--- config.mk ---
export PLATFORM = sky130hd
export DESIGN_NAME = tenant_classify_rate_limit_balance_unit_flat
export DESIGN_NICKNAME = d
export VERILOG_FILES = /design/src/rtl/tcrl_pkg.sv /design/src/rtl/tcrl_if.sv /design/src/rtl/tcrl_match.sv /design/src/rtl/tenant_classify_rate_limit_balance_unit.sv /design/src/flat_wrapper.sv
export SDC_FILE = /design/constraint.sdc
export NUM_CORES = 2
export LEC_CHECK = 0
export BUFFER_PORTS_ARGS = -buffer_cell sky130_fd_sc_hd__clkbuf_2
export CAP_MARGIN = 10
export CORE_UTILIZATION = 40
export CTS_CLUSTER_SIZE = 20
export DETAILED_ROUTE_END_ITERATION = 12
export GPL_TIMING_DRIVEN = 0
export PLACE_DENSITY = 0.57
export SLEW_MARGIN = 20
export SYNTH_ARGS = -nofsm -noshare
export SYNTH_HDL_FRONTEND = slang
export SYNTH_SLANG_ARGS = --single-unit
--- constraint.sdc ---
create_clock -name clk -period 16.8 [get_ports clk]
set_clock_uncertainty 0.05 [all_clocks]
set_input_delay 0.84 -clock clk [delete_from_list [all_inputs] [get_ports clk]]
set_output_delay 0.84 -clock clk [all_outputs]
set_load 0.05 [all_outputs]
--- src/rtl/tcrl_pkg.sv ---
// ----------------------------------------------------------------------------
// tcrl_pkg
// Shared types, codes and saturating helpers for the tenant classifier,
// rate limiter and worker balancer.
// ----------------------------------------------------------------------------
package tcrl_pkg;

  localparam logic       KIND_PACKET    = 1'b0;
  localparam logic       KIND_RULE      = 1'b1;
  localparam logic [7:0] PROTO_TCP      = 8'd6;
  localparam logic [7:0] PROTO_UDP      = 8'd17;
  localparam logic       CFG_RATE_LIMIT = 1'b0;
  localparam logic       CFG_CAPACITY   = 1'b1;
  localparam logic [31:0] RATE_LIMIT_RST = 32'd2000000;
  localparam logic [31:0] CAPACITY_RST   = 32'd10000000;
  localparam logic [31:0] ALL_ONES       = 32'hffffffff;

  typedef struct packed {
    logic        kind;
    logic [2:0]  rule_index;
    logic [31:0] ip_src;
    logic [31:0] ip_dst;
    logic [15:0] l4_src;
    logic [15:0] l4_dst;
    logic [7:0]  proto;
    logic [3:0]  rule_tenant;
    logic [31:0] time_slot;
  } tcrl_in_t;

  typedef struct packed {
    logic [3:0] tenant;
    logic [1:0] worker;
    logic       dropped;
  } tcrl_out_t;

  typedef struct packed {
    logic [31:0] src;
    logic [31:0] dst;
    logic [15:0] sport;
    logic [15:0] dport;
    logic [7:0]  proto;
    logic [3:0]  owner;
  } tcrl_rule_t;

  typedef struct packed {
    logic [31:0] slot;
    logic [31:0] cur;
    logic [31:0] prev;
  } tcrl_wrk_t;

  function automatic logic [31:0] sat_inc(input logic [31:0] v);
    return (v == ALL_ONES) ? v : v + 32'd1;
  endfunction

  function automatic logic [31:0] sat_dec(input logic [31:0] v);
    return (v == 32'd0) ? v : v - 32'd1;
  endfunction

endpackage

--- src/rtl/tcrl_if.sv ---
// ----------------------------------------------------------------------------
// tcrl_in_if / tcrl_out_if
// Valid/ready channels carrying input items and result items.
// ----------------------------------------------------------------------------
interface tcrl_in_if import tcrl_pkg::*; ();
  logic     valid;
  logic     ready;
  tcrl_in_t data;
  modport source (output valid, output data, input ready);
  modport sink (input valid, input data, output ready);
endinterface

interface tcrl_out_if import tcrl_pkg::*; ();
  logic      valid;
  logic      ready;
  tcrl_out_t data;
  modport source (output valid, output data, input ready);
  modport sink (input valid, input data, output ready);
endinterface

--- src/rtl/tcrl_match.sv ---
// ----------------------------------------------------------------------------
// tcrl_match
// Classifier rule table and first-match lookup of a packet's 5-tuple.
// ----------------------------------------------------------------------------
module tcrl_match import tcrl_pkg::*; #(
  parameter int RULES = 8
) (
  input  logic       clk,
  input  logic       rst_n,
  input  logic       wr_en,
  input  tcrl_in_t   key,
  output logic [3:0] tenant
);

  tcrl_rule_t rules_r [RULES];
  logic [RULES-1:0] hit;
  logic [15:0] sp, dp;

  always_ff @(posedge clk) begin
    if (!rst_n) begin
      for (int r = 0; r < RULES; r++) rules_r[r] <= '0;
    end else if (wr_en) begin
      for (int r = 0; r < RULES; r++) begin
        if (int'(key.rule_index) == r) begin
          rules_r[r] <= '{src: key.ip_src, dst: key.ip_dst, sport: key.l4_src,
                          dport: key.l4_dst, proto: key.proto,
                          owner: key.rule_tenant};
        end
      end
    end
  end

  // ports only count for tcp and udp
  always_comb begin
    if (key.proto == PROTO_TCP || key.proto == PROTO_UDP) begin
      sp = key.l4_src;
      dp = key.l4_dst;
    end else begin
      sp = '0;
      dp = '0;
    end
  end

  always_comb begin
    for (int r = 0; r < RULES; r++) begin
      hit[r] = rules_r[r].src == key.ip_src && rules_r[r].dst == key.ip_dst &&
               rules_r[r].sport == sp && rules_r[r].dport == dp &&
               rules_r[r].proto == key.proto;
    end
  end

  // lowest index wins
  always_comb begin
    tenant = '0;
    for (int r = RULES - 1; r >= 0; r--) begin
      if (hit[r]) tenant = rules_r[r].owner;
    end
  end

endmodule

--- src/rtl/tenant_classify_rate_limit_balance_unit.sv ---
// ----------------------------------------------------------------------------
// tenant_classify_rate_limit_balance_unit
// Classifies packets to tenants, rate-limits per tenant and time slot, and
// rebalances overloaded tenants onto the least-loaded worker.
// ----------------------------------------------------------------------------
// A rule write is taken in the idle state and stores its rule. A packet passes
// rule match and tenant memory read, worker memory read, then the write-back
// and result. On a tenant's first packet in a slot whose worker is
// overloaded, a scan of the worker memory (one entry per cycle through its
// single read port) and a move step come before the write-back. A
// new item is taken only once the previous one has written back; a result
// waits in the output register, and the next packet is taken and worked on
// but holds at its write-back until that result has been accepted.
// ----------------------------------------------------------------------------
module tenant_classify_rate_limit_balance_unit import tcrl_pkg::*; #(
  parameter int RULES   = 8,
  parameter int TENANTS = 16,
  parameter int WORKERS = 4
) (
  input  logic        clk,
  input  logic        rst_n,
  tcrl_in_if.sink     in_ch,
  tcrl_out_if.source  out_ch,
  input  logic        cfg_we,
  input  logic        cfg_index,
  input  logic [31:0] cfg_wdata
);

  localparam int TW = $clog2(TENANTS);
  localparam int WW = (WORKERS > 1) ? $clog2(WORKERS) : 1;

  localparam logic [2:0] S_IDLE = 3'd0;
  localparam logic [2:0] S_TEN  = 3'd1;
  localparam logic [2:0] S_WRK  = 3'd2;
  localparam logic [2:0] S_SCAN = 3'd3;
  localparam logic [2:0] S_MOVE = 3'd4;
  localparam logic [2:0] S_FIN  = 3'd5;

  typedef struct packed {
    logic [31:0]   slot;
    logic [31:0]   count;
    logic [WW-1:0] worker;
  } ten_t;

  function automatic logic [WW-1:0] rst_worker(input logic [TW-1:0] t);
    return (int'(t) < WORKERS && int'(t) < 4) ? WW'(t) : '0;
  endfunction

  logic [2:0]  state_r;
  logic [31:0] limit_r, cap_r;
  logic        out_valid_r;
  tcrl_out_t   out_data_r;

  logic [3:0]    match_tid, tid_map;
  logic [TW-1:0] tidx;
  logic          in_acc;

  logic [31:0]   ts_r, cnt_r;
  logic [3:0]    tid_r;
  logic [TW-1:0] tidx_r;
  logic [WW-1:0] tw_r, k_r, minq_r;
  logic          first_r, dropped_r, move_r;
  logic [31:0]   wslot_r, wcur_r, wprev_r;
  logic [31:0]   min_r, minslot_r, mincur_r;

  // tenant memory
  ten_t               ten_mem [TENANTS];
  logic [TENANTS-1:0] ten_vld_r;
  ten_t               ten_rd_r, ten_ent, ten_wdata;
  logic               ten_rd_vld_r, ten_we;

  // worker memory
  tcrl_wrk_t          wrk_mem [WORKERS];
  logic [WORKERS-1:0] wrk_vld_r;
  tcrl_wrk_t          wrk_rd_r, wrk_ent, wrk_roll, scan_val, wrk_wdata;
  logic               wrk_rd_vld_r, wrk_we;
  logic [WW-1:0]      wrk_raddr, wrk_waddr;

  logic        first_n, drop_n, over_n, move_n, fin_go;
  logic [31:0] cnt_n, minload;

  assign in_ch.ready  = (state_r == S_IDLE);
  assign in_acc       = in_ch.valid && in_ch.ready;
  assign out_ch.valid = out_valid_r;
  assign out_ch.data  = out_data_r;

  tcrl_match #(.RULES(RULES)) u_match (
    .clk    (clk),
    .rst_n  (rst_n),
    .wr_en  (in_acc && in_ch.data.kind == KIND_RULE),
    .key    (in_ch.data),
    .tenant (match_tid)
  );

  assign tid_map = (int'(match_tid) >= TENANTS) ? 4'd0 : match_tid;
  assign tidx    = TW'(tid_map);

  always_ff @(posedge clk) begin
    if (!rst_n) begin
      limit_r <= RATE_LIMIT_RST;
      cap_r   <= CAPACITY_RST;
    end else if (cfg_we) begin
      unique case (cfg_index)
        CFG_RATE_LIMIT: limit_r <= cfg_wdata;
        CFG_CAPACITY:   cap_r   <= cfg_wdata;
        default: ;
      endcase
    end
  end

  // tenant entry, falling back to its reset value until first written
  always_comb begin
    if (ten_rd_vld_r) ten_ent = ten_rd_r;
    else ten_ent = '{slot: '0, count: '0, worker: rst_worker(tidx_r)};
    first_n = (ts_r != ten_ent.slot);
    cnt_n   = first_n ? 32'd1 : sat_inc(ten_ent.count);
    drop_n  = !first_n && (cnt_n > limit_r);
  end

  always_comb begin
    wrk_ent  = wrk_rd_vld_r ? wrk_rd_r : '0;
    wrk_roll = wrk_ent;
    if (first_r && ts_r != wrk_ent.slot) begin
      wrk_roll.slot = ts_r;
      wrk_roll.prev = wrk_ent.cur;
      wrk_roll.cur  = '0;
    end
    over_n   = first_r && (wrk_roll.prev >= cap_r);
    // the tenant's own worker is not yet written back
    scan_val = (k_r == tw_r) ? '{slot: wslot_r, cur: wcur_r, prev: wprev_r} : wrk_ent;
    minload  = sat_inc(min_r);
    move_n   = minload < cap_r;
    fin_go   = (state_r == S_FIN) && (!out_valid_r || out_ch.ready);
  end

  always_comb begin
    unique case (state_r)
      S_TEN:   wrk_raddr = ten_ent.worker;
      S_SCAN:  wrk_raddr = WW'(k_r + 1'b1);
      default: wrk_raddr = '0;
    endcase
  end

  always_comb begin
    wrk_we    = 1'b0;
    wrk_waddr = tw_r;
    wrk_wdata = '{slot: wslot_r, cur: sat_inc(wcur_r),
                  prev: (move_r && minq_r != tw_r) ? sat_dec(wprev_r) : wprev_r};
    if (state_r == S_MOVE && move_n && minq_r != tw_r) begin
      wrk_we    = 1'b1;
      wrk_waddr = minq_r;
      wrk_wdata = '{slot: minslot_r, cur: mincur_r, prev: minload};
    end else if (fin_go) begin
      wrk_we = 1'b1;
    end
    ten_we    = fin_go;
    ten_wdata = '{slot: ts_r, count: cnt_r, worker: move_r ? minq_r : tw_r};
  end

  always_ff @(posedge clk) begin
    ten_rd_r <= ten_mem[tidx];
    if (ten_we) ten_mem[tidx_r] <= ten_wdata;
    wrk_rd_r <= wrk_mem[wrk_raddr];
    if (wrk_we) wrk_mem[wrk_waddr] <= wrk_wdata;
  end

  always_ff @(posedge clk) begin
    if (!rst_n) begin
      ten_vld_r    <= '0;
      wrk_vld_r    <= '0;
      ten_rd_vld_r <= 1'b0;
      wrk_rd_vld_r <= 1'b0;
    end else begin
      ten_rd_vld_r <= ten_vld_r[tidx];
      wrk_rd_vld_r <= wrk_vld_r[wrk_raddr];
      if (ten_we) ten_vld_r[tidx_r] <= 1'b1;
      if (wrk_we) wrk_vld_r[wrk_waddr] <= 1'b1;
    end
  end

  // control
  always_ff @(posedge clk) begin
    if (!rst_n) begin
      state_r     <= S_IDLE;
      out_valid_r <= 1'b0;
    end else begin
      out_valid_r <= fin_go || (out_valid_r && !out_ch.ready);
      unique case (state_r)
        S_IDLE: if (in_acc && in_ch.data.kind == KIND_PACKET) state_r <= S_TEN;
        S_TEN:  state_r <= S_WRK;
        S_WRK:  state_r <= over_n ? S_SCAN : S_FIN;
        S_SCAN: if (k_r == WW'(WORKERS - 1)) state_r <= S_MOVE;
        S_MOVE: state_r <= S_FIN;
        S_FIN:  if (fin_go) state_r <= S_IDLE;
        default: state_r <= S_IDLE;
      endcase
    end
  end

  // datapath
  always_ff @(posedge clk) begin
    unique case (state_r)
      S_IDLE: begin
        ts_r   <= in_ch.data.time_slot;
        tid_r  <= tid_map;
        tidx_r <= tidx;
      end
      S_TEN: begin
        tw_r      <= ten_ent.worker;
        first_r   <= first_n;
        cnt_r     <= cnt_n;
        dropped_r <= drop_n;
        move_r    <= 1'b0;
      end
      S_WRK: begin
        wslot_r <= wrk_roll.slot;
        wcur_r  <= wrk_roll.cur;
        wprev_r <= wrk_roll.prev;
        k_r     <= '0;
        min_r   <= ALL_ONES;
        minq_r  <= '0;
      end
      S_SCAN: begin
        if (min_r > scan_val.prev) begin
          min_r     <= scan_val.prev;
          minq_r    <= k_r;
          minslot_r <= scan_val.slot;
          mincur_r  <= scan_val.cur;
        end
        k_r <= WW'(k_r + 1'b1);
      end
      S_MOVE: move_r <= move_n;
      S_FIN: begin
        if (fin_go) begin
          out_data_r <= '{tenant: tid_r, worker: 2'(tw_r), dropped: dropped_r};
        end
      end
      default: ;
    endcase
  end

`ifndef ASSERT_OFF
  a_out_from_fin: assert property (@(posedge clk) disable iff (!rst_n)
    $rose(out_valid_r) |-> $past(state_r == S_FIN))
    else $error("result raised outside write-back");

  a_scan_range: assert property (@(posedge clk) disable iff (!rst_n)
    state_r == S_SCAN |-> int'(k_r) < WORKERS)
    else $error("worker scan ran past last worker");

  a_packet_start: assert property (@(posedge clk) disable iff (!rst_n)
    (in_acc && in_ch.data.kind == KIND_PACKET) |=> state_r == S_TEN)
    else $error("packet item did not start lookup");

  a_move_after_scan: assert property (@(posedge clk) disable iff (!rst_n)
    state_r == S_MOVE |-> $past(state_r) == S_SCAN)
    else $error("move without a completed scan");
`endif

endmodule

--- src/flat_wrapper.sv ---
// flat-port wrapper written by rule: the top's interface ports become plain ports
module tenant_classify_rate_limit_balance_unit_flat import tcrl_pkg::*;
#(
  parameter int RULES   = 8,
  parameter int TENANTS = 16,
  parameter int WORKERS = 4
)
  (clk, rst_n, cfg_we, cfg_index, cfg_wdata, in_ch_valid, in_ch_data, in_ch_ready, out_ch_valid, out_ch_data, out_ch_ready);
  tcrl_in_if in_ch_i ();
  tcrl_out_if out_ch_i ();
  input  logic clk;
  input  logic rst_n;
  input  logic cfg_we;
  input  logic cfg_index;
  input  logic [31:0] cfg_wdata;
  input wire logic [$bits(in_ch_i.valid)-1:0] in_ch_valid;
  input wire logic [$bits(in_ch_i.data)-1:0] in_ch_data;
  output wire logic [$bits(in_ch_i.ready)-1:0] in_ch_ready;
  output wire logic [$bits(out_ch_i.valid)-1:0] out_ch_valid;
  output wire logic [$bits(out_ch_i.data)-1:0] out_ch_data;
  input wire logic [$bits(out_ch_i.ready)-1:0] out_ch_ready;
  assign in_ch_i.valid = in_ch_valid;
  assign in_ch_i.data = in_ch_data;
  assign in_ch_ready = in_ch_i.ready;
  assign out_ch_valid = out_ch_i.valid;
  assign out_ch_data = out_ch_i.data;
  assign out_ch_i.ready = out_ch_ready;
  tenant_classify_rate_limit_balance_unit #(.RULES(RULES), .TENANTS(TENANTS), .WORKERS(WORKERS)) u_core (.clk(clk), .rst_n(rst_n), .in_ch(in_ch_i), .out_ch(out_ch_i), .cfg_we(cfg_we), .cfg_index(cfg_index), .cfg_wdata(cfg_wdata));
endmodule
Word level (Yosys, flattened, before mapping)
Memory sizes are Yosys's and may differ from the RTL's. A register that Yosys moved wholly into a read port is not among the register bits.
Cells that the tools add are included.
{"block": "totals", "inputBits": 182, "memories": 3, "ff_bits": 366, "out_inout_bits": 9, "ram_bits": 2304, "word_cells": 275}
{"name": "u_core.ten_mem", "words": 16, "width": 66, "rd": 1, "rd_clocked_by_memory_dff": 1, "write_ports": 1, "line": "tenant_classify_rate_limit_balance_unit.sv:67", "text": "ten_t ten_mem [TENANTS];"}
{"name": "u_core.u_match.rules_r", "words": 8, "width": 108, "rd": 8, "rd_clocked_by_memory_dff": 0, "write_ports": 8, "line": "tcrl_match.sv:15", "text": "tcrl_rule_t rules_r [RULES];"}
{"name": "u_core.wrk_mem", "words": 4, "width": 96, "rd": 1, "rd_clocked_by_memory_dff": 1, "write_ports": 1, "line": "tenant_classify_rate_limit_balance_unit.sv:73", "text": "tcrl_wrk_t wrk_mem [WORKERS];"}
{"block": "classes", "n_bitwise": 12, "eq_ne": 66, "muxes": 90, "n_lt_le_gt_ge": 11, "add_sub_neg": 5, "n_reduce_logical": 62}
{"operator": "108-bit two-way mux", "count": 8}
{"operator": "32-bit == test", "count": 16}
{"operator": "96-bit two-way mux", "count": 4}
{"operator": "16-bit == test", "count": 16}
{"operator": "32-bit two-way mux", "count": 7}
{"operator": "32-bit by 1-bit adder with 32-bit output, second input constant", "count": 3}
{"operator": "32-bit == test, second input constant", "count": 3}
{"operator": "66-bit two-way mux", "count": 1}
{"operator": "8-bit == test", "count": 8}
{"operator": "32-bit greater-than comparator", "count": 2}
{"operator": "32-bit inequality test", "count": 2}
{"operator": "32-bit one-hot mux with 2 select lines", "count": 1}
{"operator": "1-bit logical AND", "count": 45}
{"operator": "1-bit two-way mux", "count": 42}
{"operator": "32-bit >= comparator", "count": 1}
{"operator": "32-bit zero test", "count": 1}
{"operator": "32-bit less-than comparator", "count": 1}
{"operator": "16-bit two-way mux", "count": 2}
{"operator": "4-bit two-way mux", "count": 8}
{"operator": "32-bit by 1-bit subtractor with 32-bit output, second input constant", "count": 1}
{"operator": "3-bit == test, second input constant", "count": 6}
{"operator": "3-bit one-hot mux with 6 select lines", "count": 1}
{"operator": "16-bit bitwise OR", "count": 1}
{"operator": "3-bit by 2-bit == test with 1-bit output, second input constant", "count": 4}
{"operator": "other kinds (31)", "count": 62}

Depth between registers and ports, before layout
{"block": "logic_depth", "ltp_word": 17, "ltp_mapped": 30, "ltp_nobuf": 24}

Modules after synthesis
Synthesis repeated with hierarchy kept, for this count alone.
{"block": "hier_totals", "hier_cells": 8481, "hier_area_um2": 121611.6}
{"mod": "tenant_classify_rate_limit_balance_unit", "instances": 1, "seq_area_each_um2": 56574.3, "cells_each": 5000, "area_per_inst_um2": 80010.5}
{"mod": "tcrl_match", "instances": 1, "seq_area_each_um2": 25944.9, "cells_each": 3481, "area_per_inst_um2": 41601.1}

Worst setup path after synthesis
OpenSTA, ideal clock, no wires.
{"block": "synth_path", "path_kind": "flip-flop to flip-flop", "from": "register u_core.state_r[0]", "to": "memory u_core.u_match.rules_r[1][324] (netlist name) (enable)", "path_stages_with_launch": 5, "arrival_ns": 12.243, "synth_period_minus_slack_ns": 13.017, "setup_time_ns": 0.724, "setup_slack_ns": 3.783, "cell_sequence": "dfxtp_1 -> clkbuf_1 -> nor3_1 -> nand4_1 -> o21ai_0"}
{"item": "start: declaration", "line": "tenant_classify_rate_limit_balance_unit.sv:49", "text": "logic [2:0] state_r;"}
{"item": "start signal: assignment", "line": "tenant_classify_rate_limit_balance_unit.sv:191", "text": "S_WRK: state_r <= over_n ? S_SCAN : S_FIN;"}
{"item": "end: declaration", "line": "tcrl_match.sv:15"}

==> results.toml <==
[clocking]
clock_sinks = 2832
h-tree-depth = 5
clk_pin_slew_ps = 60
cts_buffers = 315
cts_tree = "done"
postCtsSetupBuffers = 0
cts_root_buf = "clkbuf_16"
worst_skew_pair.late_latency_ps = 930
cts-resized-gates = 0
clockBufferDepth = 4
hold_buffers = 13

[worst_setup_path]
crit_slowest_cell = "buf_1"
crit_buf_inv = 3
cp.required_ps = 17210
path_cells = "and4_1 > nand3_1 > nor4_2 > nor3_1 > nand4_1 > nor3_1 > nand2_1 > nor2_1 > xor2_1 > ha_1 > nand4_1 > nor4_1 > a2111oi_0 > nand3_1 > a31oi_2 > nand2_1 > clkbuf_1 > buf_1 > clkbuf_1 > a21oi_1"
crit_start = "u_core.min_r[8]"
slowest_delay_ps = 910
cp-end-kind = "register"
cp.arrival_ps = 9360
path_delay_family = "simple AND/OR/NAND/NOR gates"
r2r_start = "u_core.min_r[8]"
startpoint_type = "register"
crit_type = "reg2reg"
cp_max_fo = 10

[routing]
dr_total_vias = 81630
avgRoutedWirePerCell_um = 31.18
wl_um = 444300
drc = 4
drt-vias-per-instance = 5.729
postRouteAntennaNets = 0
drt_iter0_drc = 10060
met3_length_um = 38350
wl_met2_um = 194900
drt-met1-wl_um = 188600
top_layer = "met5"
drtPass1Iterations = 10

[yosys]
ys_async_sr_fraction = 0
syn_inst = 9219
synth_area_per_cell_sq_um = 13.46
ys_ff_latch = 2832
syn_area_sq_mm = 0.1241
synthFlopType = "edfxtp_1"
yosys_warnings = 0
synth_edf_count = 2580
ys_types = 80
synth_nets = 9534
yosysSeqAreaShare = 0.6648
yosys.area.top_type = "edfxtp_1"
ys_top_cells_by_area = "edfxtp_1, mux2i_1, dfxtp_1, xnor2_1, nor2_1"
synth_top_cell_area_share = 0.6241

[run_status]
violations = "design-rule violations"
outcome = "finished with violations"

[sta]
max_freq_mhz = 111.7
fin_crit_ps = 8952
rsz0062_at_grt = "false"
setup_tns_ps = 0
hold_viol = 0
setup_violations = 0
maxSlewHeadroom = 0.1345
finalCritPeriodShare = 0.5329
layout_setup_ws_ps = 7848
drv_slew = 0
worstMarginPinSlew_ps = 1293

[power]
power_leakage_uw = 0.04801
ir_worst_vdd_uv = 81.69
power_density_mw_per_mm2 = 113.8

[global_route]
grt_max_degree = 50
antenna_found_initial = 38
grt_usage = 0.2773
grt_pass1_vias = 78670
gr-total-overflow = 0
grt_pass1_wl_um = 612000

[place]
dpl_worst_slack_ps = 7728
port_buffers = 113
detailed_place_hpwl_um = 322700
gp_congestion = 0.9840
dp.cells = 13640

[worst_hold_path]
hold_path_startpoint = "in_ch_data[29]"
min_path_type = "in2reg"

[cells_and_area]
areaGrowthSynthToFinish_pct = 16.22
fillerInstances = 27370
drive_above_1_share = 0.1027
fin_cells = 14250
nNetsFinal = 10170

[flow_run]
cap_viol_max_count = 0

[floorplan]
core_sq_mm = 0.3088
initial_utilization = 0.4019
dieArea_sq_mm = 0.3126
row_count = 204
die_y_um = 559.1
ios = 191
die_w_um = 559.1
logic make-up (layout without fill, tap and decap cells):
family / count (synthesis) / count (layout) / synth area share
compound gates: 978 / 978 / 0.05190
other cells: 0 / 15 / 0
mux: 1084 / 1084 / 0.08802
xor+xnor: 791 / 791 / 0.05581
simple gates: 2614 / 2614 / 0.09831
buf+inv: 787 / 1681 / 0.02779
fa+ha+maj: 133 / 133 / 0.01341
flops: 2832 / 2832 / 0.6648
routing by layer:
| metal | vias to the layer above | track usage |
|---|---|---|
| met4 | 24 | 0.1263 |
| met2 | 4003 | 0.4202 |
| met3 | 807 | 0.05049 |
| met5 | - | 0 |
| li1 | 35300 | - |
| met1 | 41490 | 0.3876 |
layout by cell type, fill, tap and decap left out, types with 252 or more instances in the layout:
cell type	n
clkbuf_1	380
clkbuf_16	322
dfxtp_1	252
edfxtp_1	2580
inv_1	270
mux2i_1	1042
nand2_1	747
nor2_1	912
xnor2_1	456
xor2_1	335
cell usage after synthesis (41+ instances only):
cell type	instances
a211oi_1	128
edfxtp_1	2580
nand3_1	186
buf_2	69
a21oi_1	203
xnor2_1	456
ha_1	133
nor2_1	925
and3_1	84
a31oi_1	156
mux2i_1	1042
o22ai_1	58
nand2_1	753
and2_1	110
o211ai_1	41
nor4bb_1	41
nand2b_1	50
nor2b_1	58
dfxtp_1	252
nand4_1	161
nor4_1	112
xor2_1	335
nor3_1	43
buf_1	45
inv_1	270
buf_6	43
o21ai_0	149
clkbuf_1	336
flip-flops by register name, indices dropped and copies added, names as in the netlist, 66 cells and up:
name / cells
u_core.u_match.rules_r: 864
u_core.wrk_mem: 384
u_core.wrk_rd_r: 96
u_core.ten_rd_r: 66
u_core.ten_mem: 1056
metrics by stage:
stage            util  cell area, sq um  total power, uW  hold WS [ps]
2_1_floorplan       -            124100             8879         350.3
3_3_place_gp   0.4204            129900             9453         358.4
3_5_place_dp   0.4327            133600             9479         357.0
4_1_cts        0.4670            144200            16470         1.125
5_1_grt        0.4671            144300            16810         31.55
6_report       0.4671            144300            16420         59.73
power breakdown:
part	switching, uW	internal, uW	total, uW	leakage [uW]
Sequential	258	8000	8260	0.0266
Combinational	779	331	1110	0.0163
Clock	2940	4110	7050	0.00511
layout make-up:
| cell class | count | area, sq um | share of cell area |
|---|---|---|---|
| Antenna cell | 15 | 37.54 | 0.0002602 |
| Buffer | 516 | 2457 | 0.01703 |
| Clock buffer | 410 | 8648 | 0.05994 |
| Clock inverter | 166 | 1809 | 0.01254 |
| Inverter | 271 | 1017 | 0.007051 |
| Multi-Input combinational cell | 5600 | 38500 | 0.2669 |
| Sequential cell | 2832 | 82520 | 0.5720 |
| Tap cell | 4120 | 5155 | 0.03573 |
| Timing Repair Buffer | 318 | 4126 | 0.02860 |
final timing paths:
check | cells after the start | endpoint | slack, ps
hold / removal | 1 | u_core.ts_r[29] | 60
setup / recovery | 20 | u_core.wrk_mem[2][5] | 7850
hold reg to reg | 0 | u_core.out_ch.data[0] | 370
setup reg to reg | 20 | u_core.wrk_mem[2][5] | 7850
Power figures use the tool's default switching activity.
